$ cat config.mk
export PLATFORM = sky130hd
export DESIGN_NAME = steering_pi_speed_controller
export DESIGN_NICKNAME = d
export VERILOG_FILES = /design/src/sv/stc_pkg.sv /design/src/sv/stc_ctrl.sv /design/src/sv/stc_datapath.sv /design/src/sv/steering_pi_speed_controller.sv
export VERILOG_INCLUDE_DIRS = /design/src /design/src/sv
export SDC_FILE = /design/constraint.sdc
export NUM_CORES = 2
export LEC_CHECK = 0
export BUFFER_PORTS_ARGS = -buffer_cell sky130_fd_sc_hd__buf_2
export CORE_MARGIN = 4
export CORE_UTILIZATION = 23
export CTS_BUF_LIST = sky130_fd_sc_hd__clkbuf_4
export DETAILED_ROUTE_END_ITERATION = 16
export HOLD_SLACK_MARGIN = 0.1
export MAX_ROUTING_LAYER = met4
export PLACE_DENSITY_LB_ADDON = 0.2
export SYNTH_ARGS = -nofsm -noshare
export SYNTH_HDL_FRONTEND = slang
export SYNTH_SLANG_ARGS = --single-unit
export TNS_END_PERCENT = 1
$ cat constraint.sdc
create_clock -name i_clk -period 13.3 [get_ports i_clk]
set_input_delay 2.66 -clock i_clk [delete_from_list [all_inputs] [get_ports i_clk]]
set_output_delay 2.66 -clock i_clk [all_outputs]
set_load 0.02 [all_outputs]
$ cat src/sv/steering_pi_speed_controller_defines.svh
// assertion macros for the steering pi speed controller
`ifndef STEERING_PI_SPEED_CONTROLLER_DEFINES_SVH
`define STEERING_PI_SPEED_CONTROLLER_DEFINES_SVH

`ifndef SYNTHESIS

`define STC_ASSERT_IMPL(label, ante, cons) \
    label: assert property (@(posedge i_clk) disable iff (!i_rst_n) (ante) |-> (cons)) \
        else $error("assertion failed");

`define STC_ASSERT_NEXT(label, ante, cons) \
    label: assert property (@(posedge i_clk) disable iff (!i_rst_n) (ante) |=> (cons)) \
        else $error("assertion failed");

`else

`define STC_ASSERT_IMPL(label, ante, cons)

`define STC_ASSERT_NEXT(label, ante, cons)

`endif

`endif

$ cat src/sv/stc_pkg.sv
// shared types, widths and register codes of the steering pi speed controller
package stc_pkg;

    localparam int ADC_BITS   = 12;
    localparam int ANGLE_W    = 16;
    localparam int ERR_W      = 17;
    localparam int GAIN_W     = 24;
    localparam int KSUM_W     = 25;
    localparam int LIMIT_W    = 16;
    localparam int TLIM_W     = 15;
    localparam int RANGE_W    = 16;
    localparam int DBAND_W    = 15;
    localparam int RPM_W      = 17;
    localparam int ACC_W      = 33;
    localparam int ACC_FRAC   = 16;
    localparam int PROD_SHIFT = 8;
    localparam int MUL_A_W    = 26;
    localparam int MUL_B_W    = 18;
    localparam int PROD_W     = MUL_A_W + MUL_B_W;
    localparam int DELTA_W    = PROD_W + 1;
    localparam int STEP_W     = DELTA_W - PROD_SHIFT;
    localparam int SUM_W      = STEP_W + 1;

    localparam int S_TDATA_W  = ((ADC_BITS + ANGLE_W + 7) / 8) * 8;
    localparam int M_TDATA_W  = ((RPM_W + ANGLE_W + 7) / 8) * 8;

    localparam int CFG_IDX_W  = 3;
    localparam int CFG_DATA_W = 24;

    localparam logic [CFG_IDX_W-1:0] REG_KP_GAIN      = 3'd0;
    localparam logic [CFG_IDX_W-1:0] REG_KI_DT_GAIN   = 3'd1;
    localparam logic [CFG_IDX_W-1:0] REG_RPM_LIMIT    = 3'd2;
    localparam logic [CFG_IDX_W-1:0] REG_TARGET_LIMIT = 3'd3;
    localparam logic [CFG_IDX_W-1:0] REG_SENSE_RANGE  = 3'd4;
    localparam logic [CFG_IDX_W-1:0] REG_DEADBAND     = 3'd5;
    localparam logic [CFG_IDX_W-1:0] REG_INVERT       = 3'd6;

    typedef enum logic [3:0] {
        ST_IDLE,
        ST_MAP,
        ST_MEAS,
        ST_ERR,
        ST_MUL_SUM,
        ST_MUL_KP,
        ST_DELTA,
        ST_ACC,
        ST_SAT,
        ST_OUT
    } t_state;

    typedef enum logic [1:0] {
        MUL_MAP,
        MUL_KSUM,
        MUL_KP
    } t_mul_sel;

    typedef struct packed {
        logic     load;
        logic     mul_en;
        t_mul_sel mul_sel;
        logic     meas_en;
        logic     err_en;
        logic     delta_en;
        logic     acc_en;
        logic     sat_en;
        logic     out_en;
    } t_dp_cmd;

    typedef struct packed {
        logic out_free;
    } t_dp_sts;

endpackage

$ cat src/sv/stc_ctrl.sv
// control sequencer stepping one tick through the shared datapath
module stc_ctrl
    import stc_pkg::*;
(
    input  logic    i_clk,
    input  logic    i_rst_n,
    input  logic    i_s_tvalid,
    output logic    o_s_tready,
    input  t_dp_sts i_sts,
    output t_dp_cmd o_cmd
);

    t_state r_state;
    t_state n_state;

    always_ff @(posedge i_clk) begin
        if (!i_rst_n) begin
            r_state <= ST_IDLE;
        end else begin
            r_state <= n_state;
        end
    end

    always_comb begin
        n_state    = r_state;
        o_cmd      = '0;
        o_s_tready = 1'b0;
        case (r_state)
            ST_IDLE: begin
                // no beat is taken while reset is held
                o_s_tready = i_rst_n;
                if (i_s_tvalid && i_rst_n) begin
                    o_cmd.load = 1'b1;
                    n_state    = ST_MAP;
                end
            end
            ST_MAP: begin
                o_cmd.mul_en  = 1'b1;
                o_cmd.mul_sel = MUL_MAP;
                n_state       = ST_MEAS;
            end
            ST_MEAS: begin
                o_cmd.meas_en = 1'b1;
                n_state       = ST_ERR;
            end
            ST_ERR: begin
                o_cmd.err_en = 1'b1;
                n_state      = ST_MUL_SUM;
            end
            ST_MUL_SUM: begin
                o_cmd.mul_en  = 1'b1;
                o_cmd.mul_sel = MUL_KSUM;
                n_state       = ST_MUL_KP;
            end
            ST_MUL_KP: begin
                o_cmd.mul_en  = 1'b1;
                o_cmd.mul_sel = MUL_KP;
                n_state       = ST_DELTA;
            end
            ST_DELTA: begin
                o_cmd.delta_en = 1'b1;
                n_state        = ST_ACC;
            end
            ST_ACC: begin
                o_cmd.acc_en = 1'b1;
                n_state      = ST_SAT;
            end
            ST_SAT: begin
                o_cmd.sat_en = 1'b1;
                n_state      = ST_OUT;
            end
            ST_OUT: begin
                if (i_sts.out_free) begin
                    o_cmd.out_en = 1'b1;
                    n_state      = ST_IDLE;
                end
            end
            default: begin
                n_state = ST_IDLE;
            end
        endcase
    end

endmodule

$ cat src/sv/stc_datapath.sv
// config registers, shared multiplier, pi state and output register
module stc_datapath
    import stc_pkg::*;
(
    input  logic                  i_clk,
    input  logic                  i_rst_n,
    input  logic                  i_cfg_valid,
    input  logic [CFG_IDX_W-1:0]  i_cfg_index,
    input  logic [CFG_DATA_W-1:0] i_cfg_data,
    input  logic [S_TDATA_W-1:0]  i_s_tdata,
    input  t_dp_cmd               i_cmd,
    output t_dp_sts               o_sts,
    output logic                  o_m_tvalid,
    input  logic                  i_m_tready,
    output logic [M_TDATA_W-1:0]  o_m_tdata
);

    logic [GAIN_W-1:0]  r_kp;
    logic [GAIN_W-1:0]  r_ki;
    logic [LIMIT_W-1:0] r_rpm_limit;
    logic [TLIM_W-1:0]  r_target_limit;
    logic [RANGE_W-1:0] r_sense_range;
    logic [DBAND_W-1:0] r_deadband;
    logic               r_invert;

    logic [ADC_BITS-1:0]       r_adc;
    logic signed [ANGLE_W-1:0] r_target;
    logic [KSUM_W-1:0]         r_ksum;
    logic signed [PROD_W-1:0]  r_prod;
    logic signed [PROD_W-1:0]  r_prod_kp;
    logic signed [ANGLE_W-1:0] r_meas;
    logic signed [ERR_W-1:0]   r_err;
    logic signed [ERR_W-1:0]   r_prev;
    logic signed [DELTA_W-1:0] r_delta;
    logic signed [SUM_W-1:0]   r_sum;
    logic signed [ACC_W-1:0]   r_acc;
    logic                      r_out_valid;
    logic signed [RPM_W-1:0]   r_rpm;
    logic signed [ANGLE_W-1:0] r_meas_out;

    logic signed [ANGLE_W-1:0] w_target_in;
    logic signed [ANGLE_W-1:0] w_lim;
    logic signed [ANGLE_W-1:0] w_target_clamped;
    logic signed [MUL_A_W-1:0] w_mul_a;
    logic signed [MUL_B_W-1:0] w_mul_b;
    logic signed [PROD_W-1:0]  w_mul_p;
    logic [ANGLE_W-1:0]        w_scaled;
    logic signed [ANGLE_W:0]   w_meas_wide;
    logic signed [ERR_W-1:0]   w_err;
    logic [ERR_W-1:0]          w_mag;
    logic signed [STEP_W-1:0]  w_step;
    logic signed [SUM_W-1:0]   w_cap;
    logic signed [ACC_W-1:0]   w_acc_sat;
    logic signed [ACC_W-1:0]   w_acc_bias;
    logic signed [RPM_W-1:0]   w_rpm_trunc;
    logic signed [RPM_W-1:0]   w_rpm;
    logic                      w_out_free;

    // configuration registers
    always_ff @(posedge i_clk) begin
        if (!i_rst_n) begin
            r_kp           <= GAIN_W'(65536);
            r_ki           <= '0;
            r_rpm_limit    <= LIMIT_W'(10000);
            r_target_limit <= TLIM_W'(7680);
            r_sense_range  <= RANGE_W'(23040);
            r_deadband     <= DBAND_W'(256);
            r_invert       <= 1'b0;
        end else if (i_cfg_valid) begin
            case (i_cfg_index)
                REG_KP_GAIN:      r_kp           <= i_cfg_data[GAIN_W-1:0];
                REG_KI_DT_GAIN:   r_ki           <= i_cfg_data[GAIN_W-1:0];
                REG_RPM_LIMIT:    r_rpm_limit    <= i_cfg_data[LIMIT_W-1:0];
                REG_TARGET_LIMIT: r_target_limit <= i_cfg_data[TLIM_W-1:0];
                REG_SENSE_RANGE:  r_sense_range  <= i_cfg_data[RANGE_W-1:0];
                REG_DEADBAND:     r_deadband     <= i_cfg_data[DBAND_W-1:0];
                REG_INVERT:       r_invert       <= i_cfg_data[0];
                default: begin
                end
            endcase
        end
    end

    // target clamp at input capture
    always_comb begin
        w_target_in = $signed(i_s_tdata[ADC_BITS +: ANGLE_W]);
        w_lim       = $signed({1'b0, r_target_limit});
        if (w_target_in > w_lim) begin
            w_target_clamped = w_lim;
        end else if (w_target_in < -w_lim) begin
            w_target_clamped = -w_lim;
        end else begin
            w_target_clamped = w_target_in;
        end
    end

    // shared multiplier operand select
    always_comb begin
        case (i_cmd.mul_sel)
            MUL_MAP: begin
                w_mul_a = $signed(MUL_A_W'(r_sense_range));
                w_mul_b = $signed(MUL_B_W'(r_adc));
            end
            MUL_KSUM: begin
                w_mul_a = $signed(MUL_A_W'(r_ksum));
                w_mul_b = MUL_B_W'(r_err);
            end
            MUL_KP: begin
                w_mul_a = $signed(MUL_A_W'(r_kp));
                w_mul_b = MUL_B_W'(r_prev);
            end
            default: begin
                w_mul_a = '0;
                w_mul_b = '0;
            end
        endcase
    end

    assign w_mul_p = w_mul_a * w_mul_b;

    // angle mapping and deadband
    assign w_scaled    = r_prod[ADC_BITS +: ANGLE_W];
    assign w_meas_wide = $signed({1'b0, w_scaled})
                       - $signed({2'b00, r_sense_range[RANGE_W-1:1]});
    assign w_err       = ERR_W'(r_target) - ERR_W'(r_meas);
    assign w_mag       = w_err[ERR_W-1] ? ERR_W'(-w_err) : ERR_W'(w_err);

    // accumulator update and saturation
    assign w_step = r_delta[DELTA_W-1:PROD_SHIFT];
    assign w_cap  = $signed(SUM_W'({r_rpm_limit, {ACC_FRAC{1'b0}}}));

    always_comb begin
        if (r_sum > w_cap) begin
            w_acc_sat = w_cap[ACC_W-1:0];
        end else if (r_sum < -w_cap) begin
            w_acc_sat = ACC_W'(-w_cap);
        end else begin
            w_acc_sat = r_sum[ACC_W-1:0];
        end
    end

    // truncate toward zero, then optional negation
    assign w_acc_bias  = r_acc[ACC_W-1] ? (r_acc + ACC_W'((1 << ACC_FRAC) - 1)) : r_acc;
    assign w_rpm_trunc = w_acc_bias[ACC_W-1:ACC_FRAC];
    assign w_rpm       = r_invert ? -w_rpm_trunc : w_rpm_trunc;

    always_ff @(posedge i_clk) begin
        if (i_cmd.load) begin
            r_adc    <= i_s_tdata[ADC_BITS-1:0];
            r_target <= w_target_clamped;
            r_ksum   <= KSUM_W'(r_kp) + KSUM_W'(r_ki);
        end
        if (i_cmd.mul_en) begin
            if (i_cmd.mul_sel == MUL_KP) begin
                r_prod_kp <= w_mul_p;
            end else begin
                r_prod <= w_mul_p;
            end
        end
        if (i_cmd.meas_en) begin
            r_meas <= w_meas_wide[ANGLE_W-1:0];
        end
        if (i_cmd.delta_en) begin
            r_delta <= DELTA_W'(r_prod) - DELTA_W'(r_prod_kp);
        end
        if (i_cmd.acc_en) begin
            r_sum <= SUM_W'(r_acc) + SUM_W'(w_step);
        end
        if (i_cmd.out_en) begin
            r_rpm      <= w_rpm;
            r_meas_out <= r_meas;
        end
    end

    // pi state
    always_ff @(posedge i_clk) begin
        if (!i_rst_n) begin
            r_err  <= '0;
            r_prev <= '0;
            r_acc  <= '0;
        end else begin
            if (i_cmd.err_en) begin
                r_err <= (w_mag < ERR_W'(r_deadband)) ? '0 : w_err;
            end
            if (i_cmd.delta_en) begin
                r_prev <= r_err;
            end
            if (i_cmd.sat_en) begin
                r_acc <= w_acc_sat;
            end
        end
    end

    // output register
    assign w_out_free = !r_out_valid || i_m_tready;

    always_ff @(posedge i_clk) begin
        if (!i_rst_n) begin
            r_out_valid <= 1'b0;
        end else if (i_cmd.out_en) begin
            r_out_valid <= 1'b1;
        end else if (i_m_tready) begin
            r_out_valid <= 1'b0;
        end
    end

    assign o_sts.out_free = w_out_free;
    assign o_m_tvalid     = r_out_valid;
    assign o_m_tdata      = {{(M_TDATA_W - RPM_W - ANGLE_W){1'b0}}, r_meas_out, r_rpm};

endmodule

$ cat src/sv/steering_pi_speed_controller.sv
// top level of the steering pi speed controller
//
//   channel   direction  beat contents
//   s_axis    in         one control tick: sample and target angle
//   m_axis    out        one result per tick: rpm command and measured angle
//   cfg       in         register index and write data, ready out of reset
//
// a tick steps through the states map, meas, err, mul_sum, mul_kp, delta, acc,
// sat and out before the next beat is accepted; the sequencer steps three
// products through one shared 26 x 18 multiplier
// reset sets the registers to their defaults and clears error and accumulator
// a finished result waits in the output register; the next beat is taken
// meanwhile, and the sequencer only holds in its last step while it is full
`include "steering_pi_speed_controller_defines.svh"

module steering_pi_speed_controller
    import stc_pkg::*;
(
    input  logic                  i_clk,
    input  logic                  i_rst_n,
    // adc_sample [11:0], target_angle [27:12], zero fill
    input  logic [S_TDATA_W-1:0]  i_s_tdata,
    input  logic                  i_s_tvalid,
    output logic                  o_s_tready,
    // rpm_command [16:0], measured_angle [32:17], zero fill
    output logic [M_TDATA_W-1:0]  o_m_tdata,
    output logic                  o_m_tvalid,
    input  logic                  i_m_tready,
    input  logic                  i_cfg_valid,
    output logic                  o_cfg_ready,
    input  logic [CFG_IDX_W-1:0]  i_cfg_index,
    input  logic [CFG_DATA_W-1:0] i_cfg_data
);

    t_dp_cmd w_cmd;
    t_dp_sts w_sts;

    assign o_cfg_ready = i_rst_n;

    stc_ctrl u_ctrl (
        .i_clk      (i_clk),
        .i_rst_n    (i_rst_n),
        .i_s_tvalid (i_s_tvalid),
        .o_s_tready (o_s_tready),
        .i_sts      (w_sts),
        .o_cmd      (w_cmd)
    );

    stc_datapath u_datapath (
        .i_clk       (i_clk),
        .i_rst_n     (i_rst_n),
        .i_cfg_valid (i_cfg_valid),
        .i_cfg_index (i_cfg_index),
        .i_cfg_data  (i_cfg_data),
        .i_s_tdata   (i_s_tdata),
        .i_cmd       (w_cmd),
        .o_sts       (w_sts),
        .o_m_tvalid  (o_m_tvalid),
        .i_m_tready  (i_m_tready),
        .o_m_tdata   (o_m_tdata)
    );

    `STC_ASSERT_NEXT(a_busy_after_accept, i_s_tvalid && o_s_tready, !o_s_tready)
    `STC_ASSERT_IMPL(a_no_result_overwrite, w_cmd.out_en, w_sts.out_free)
    `STC_ASSERT_IMPL(a_result_from_sequencer, $rose(o_m_tvalid), $past(w_cmd.out_en))

endmodule
==> run_results.csv <==
group,metric,value,unit
run_status,outcome,"finished clean",
logic_synthesis,synth_cell_type_count,89,
pwr,clock_power_share,14.7,%
min_path,min_path_cells,2,
die,core-area,174600,um2
worst_setup_path,cp_max_fo,39,
sta,fmax,0.09687,GHz
logic_synthesis,syn_area,40510,um2
cells_and_area,drive_above_1_share,9.747,%
min_path,min_to,"u_datapath.r_prev[14]",
worst_setup_path,criticalPathCategory,"reg -> reg",
worst_setup_path,cp-start-kind,"flip-flop",
route,wl_per_cell,18.78,um
cts,clock-root-buffer,"clkbuf_4",
sta,fin_crit_sh,77.62,%
cells_and_area,final_common_cell,"inv_1",
sta,hold_slack,0.4526,ns
cells_and_area,regArea,11620,um2
die,dieArea,182900,um2
logic_synthesis,ys_top_cells_by_area,"edfxtp_1 (20%), fa_1 (18%), ha_1 (11%), dfxtp_1 (9.0%), inv_1 (6.0%)",
route,wirelength,132300,um
pwr,p_leak,0.01991,uW
cells_and_area,mostFrequentLayoutCells,"inv_1 (651), nand2_1 (629), nor2_1 (395), fa_1 (372), ha_1 (368)",
worst_setup_path,critPathMostFrequentCell,"fa_1",
worst_setup_path,cp_slowest_stage_delay,0.91,ns
logic_synthesis,ys_warn_count,0,
route,first_iter_violations,1951,
pwr,sw_frac_of_total,47.65,%
cells_and_area,finalCoreUtilization,26.17,%
sta,drv_slew,0,
route,num_vias,31673,
worst_setup_path,r2r-end,"u_datapath.r_prod[43]",
place,hpwl,102000,um
logic_synthesis,synth_seq_cells,448,
worst_setup_path,worstPathArrival,11.04,ns
logic_synthesis,synth_edf_count,265,
sta,setup_viol,0,
worst_setup_path,worst_r2r_path_depth,27,
global_route,antenna_found_initial,9,
global_route,grt_max_degree,81,
worst_setup_path,rrSetupSlack,2.98,ns
logic_synthesis,async_flop_share,0,%
logic_synthesis,avgSynthCellArea,9.046,um2
cts,postCtsSetupBuffers,0,
logic_synthesis,synth_cells,4478,
cells_and_area,fillCellCount,19046,
pwr,p_int,5267,uW
cts,post_cts_resized,0,
route,drt-pass1-iter-count,7,
cts,cts-htree-levels,4,
worst_setup_path,r2r_start,"u_ctrl.r_state[3]",
route,drtAntennaViolNets,0,
cells_and_area,syn_to_final_growth,12.80,%
worst_setup_path,slowest_stage,"a21oi_2",
logic_synthesis,synth_top_area_share,19.64,%
logic_synthesis,ys.flop_type,"edfxtp_1",
worst_setup_path,required,14.02,ns
place,place_congestion,0.8472,
cells_and_area,nets,5405,
min_path,min_path_type,"reg -> reg",
place,numPortBuffers,95,
pwr,p_switching,4794,uW
sta,setup_tns,0,ns
global_route,grt_pass1_vias,31714,
sta,rsz0062_at_grt,"no",
cts,cts_buffers,136,
sta,worstMarginPinSlew,1.256,ns
pwr,pwr-share-seq,22.4,%
sta,hold_viol,0,
die,boundaryPins,107,
sta,timing.clock.skew,0.07618,ns
cts,path_clk_slew,0.07,ns
min_path,min_from,"u_datapath.r_prev[14]",
run,maxCapViolCount,0,
worst_setup_path,cp-end-kind,"flip-flop",
pwr,vdd_drop_max,0.3353,mV
cells_and_area,multi_input_area,25910,um2
global_route,grt_remaining_overflow,0,
sta,finalCriticalPeriod,10.32,ns
global_route,grt_pass1_wl,199200,um
pwr,pwr-share-comb,62.9,%
cts,clock_latency,1.04,ns
sta,max-slew-margin-rel,14.13,%
die,die_h,427.7,um
cts,clkSinkCount,448,
global_route,track_usage,14.81,%
route,route.detailed.drc,0,
die,fp.dieW,427.7,um
pwr,power_density,220.2,nW/um2
cts,cts_tree,"yes",
die,rows,153,
logic_synthesis,yosysTopAreaCell,"edfxtp_1",
route,vias_per_cell,4.496,
die,start_util,23.20,%
logic_synthesis,synth_seq_area_share,28.69,%
cts,cts.path.max_buffers,3,
cts,cts_hold_buf,0,
-- power by group through the flow --
stage                     logic (uW)  registers, uW  clock network, uW
after floorplan                 4420           2220                  0
after global placement          6280           2290                  0
after detailed placement        6320           2290                  0
after CTS                       6360           2260               1540
after global routing            7180           2280               1620
final                           6330           2260               1470
-- cells in the mapped netlist, drive strengths merged (67+ instances only) --
cell type    n
nor2       398
clkbuf     153
nand2      629
edfxtp     265
o21ai      119
dfxtp      183
a21o        82
inv        652
fa         372
nand3       67
ha         368
xnor2      129
a21oi      289
-- through the flow --
stage	cell area (um2)	std cells	setup WS [ns]	total power [uW]
6_report	45690	7045	2.976	10060
3_5_place_dp	43780	6788	3.044	8616
3_3_place_gp	43780	6788	3.057	8578
5_1_grt	45690	7042	2.491	11070
4_1_cts	45670	7034	3.009	10170
2_1_floorplan	40530	4484	5.135	6639
-- worst max-delay path, delay by kind of cell, from the launching register on --
kind	cells	cell delay, ns
AND/OR/NAND/NOR	7	2.03
flip-flops	1	0.44
buffers and inverters	5	0.94
adder cells (fa/ha/maj)	7	3.58
AO/OA/AOI/OAI	7	2.51
XOR/XNOR	1	0.50
-- per-layer routing --
layer	share of wire, %	vias up	track usage, %
met5	0	-	-
met4	2.8	0	4.425
met3	5.0	197	2.853
met2	46	694	23.36
met1	46	15545	19.27
li1	-	15237	-
-- how the worst max path moves through the flow --
stage	start	to	slack, ns	cells after the start
finish	u_ctrl.r_state[3]	u_datapath.r_prod[43]	2.98	27
global route	u_ctrl.r_state[3]	u_datapath.r_prod[43]	2.49	27
CTS	u_ctrl.r_state[3]	u_datapath.r_prod[43]	3.01	27
detailed placement	u_ctrl.r_state[3]	u_datapath.r_prod_kp[43]	3.04	27
global placement	u_ctrl.r_state[3]	u_datapath.r_prod[43]	3.06	27
floorplan	u_ctrl.r_state[0]	u_datapath.r_prod[42]	5.13	29
-- cell families (layout without fill, tap and decap cells) --
| group | count (synthesis) | count (layout) | share of synthesized area, % |
|---|---|---|---|
| AO/OA/AOI/OAI | 798 | 798 | 12.72 |
| XOR/XNOR | 188 | 188 | 4.065 |
| flip-flops | 448 | 448 | 28.69 |
| other | 1 | 18 | 0.009257 |
| adder cells (fa/ha/maj) | 740 | 740 | 29.75 |
| AND/OR/NAND/NOR | 1408 | 1408 | 15.22 |
| buffers and inverters | 825 | 1050 | 7.740 |
| multiplexers | 70 | 70 | 1.810 |
-- final cells by class --
cell class,instances,share of cell area [%]
Multi-Input combinational cell,3211,56.70
Timing Repair Buffer,150,1.944
Antenna cell,11,0.06024
Clock buffer,202,3.319
Clock inverter,44,0.7996
Inverter,654,5.378
Tap cell,2325,6.366
Sequential cell,448,25.44
-- registers in the layout, summed over array words and instances (netlist names), 4 cells and up --
register                   count
u_datapath.r_prod             44
u_datapath.r_prod_kp          44
u_datapath.r_sum              38
u_datapath.r_delta            37
u_datapath.r_acc              33
u_datapath.r_ksum             25
u_datapath.r_ki               24
u_datapath.r_kp               24
u_datapath.r_err              17
u_datapath.r_prev             17
u_datapath.r_rpm              17
u_datapath.r_meas             16
u_datapath.r_meas_out         16
u_datapath.r_rpm_limit        16
u_datapath.r_sense_range      16
u_datapath.r_target           16
u_datapath.r_deadband         15
u_datapath.r_target_limit     15
u_datapath.r_adc              12
u_ctrl.r_state                 4
No activity file was read; power rests on OpenSTA's default activity.
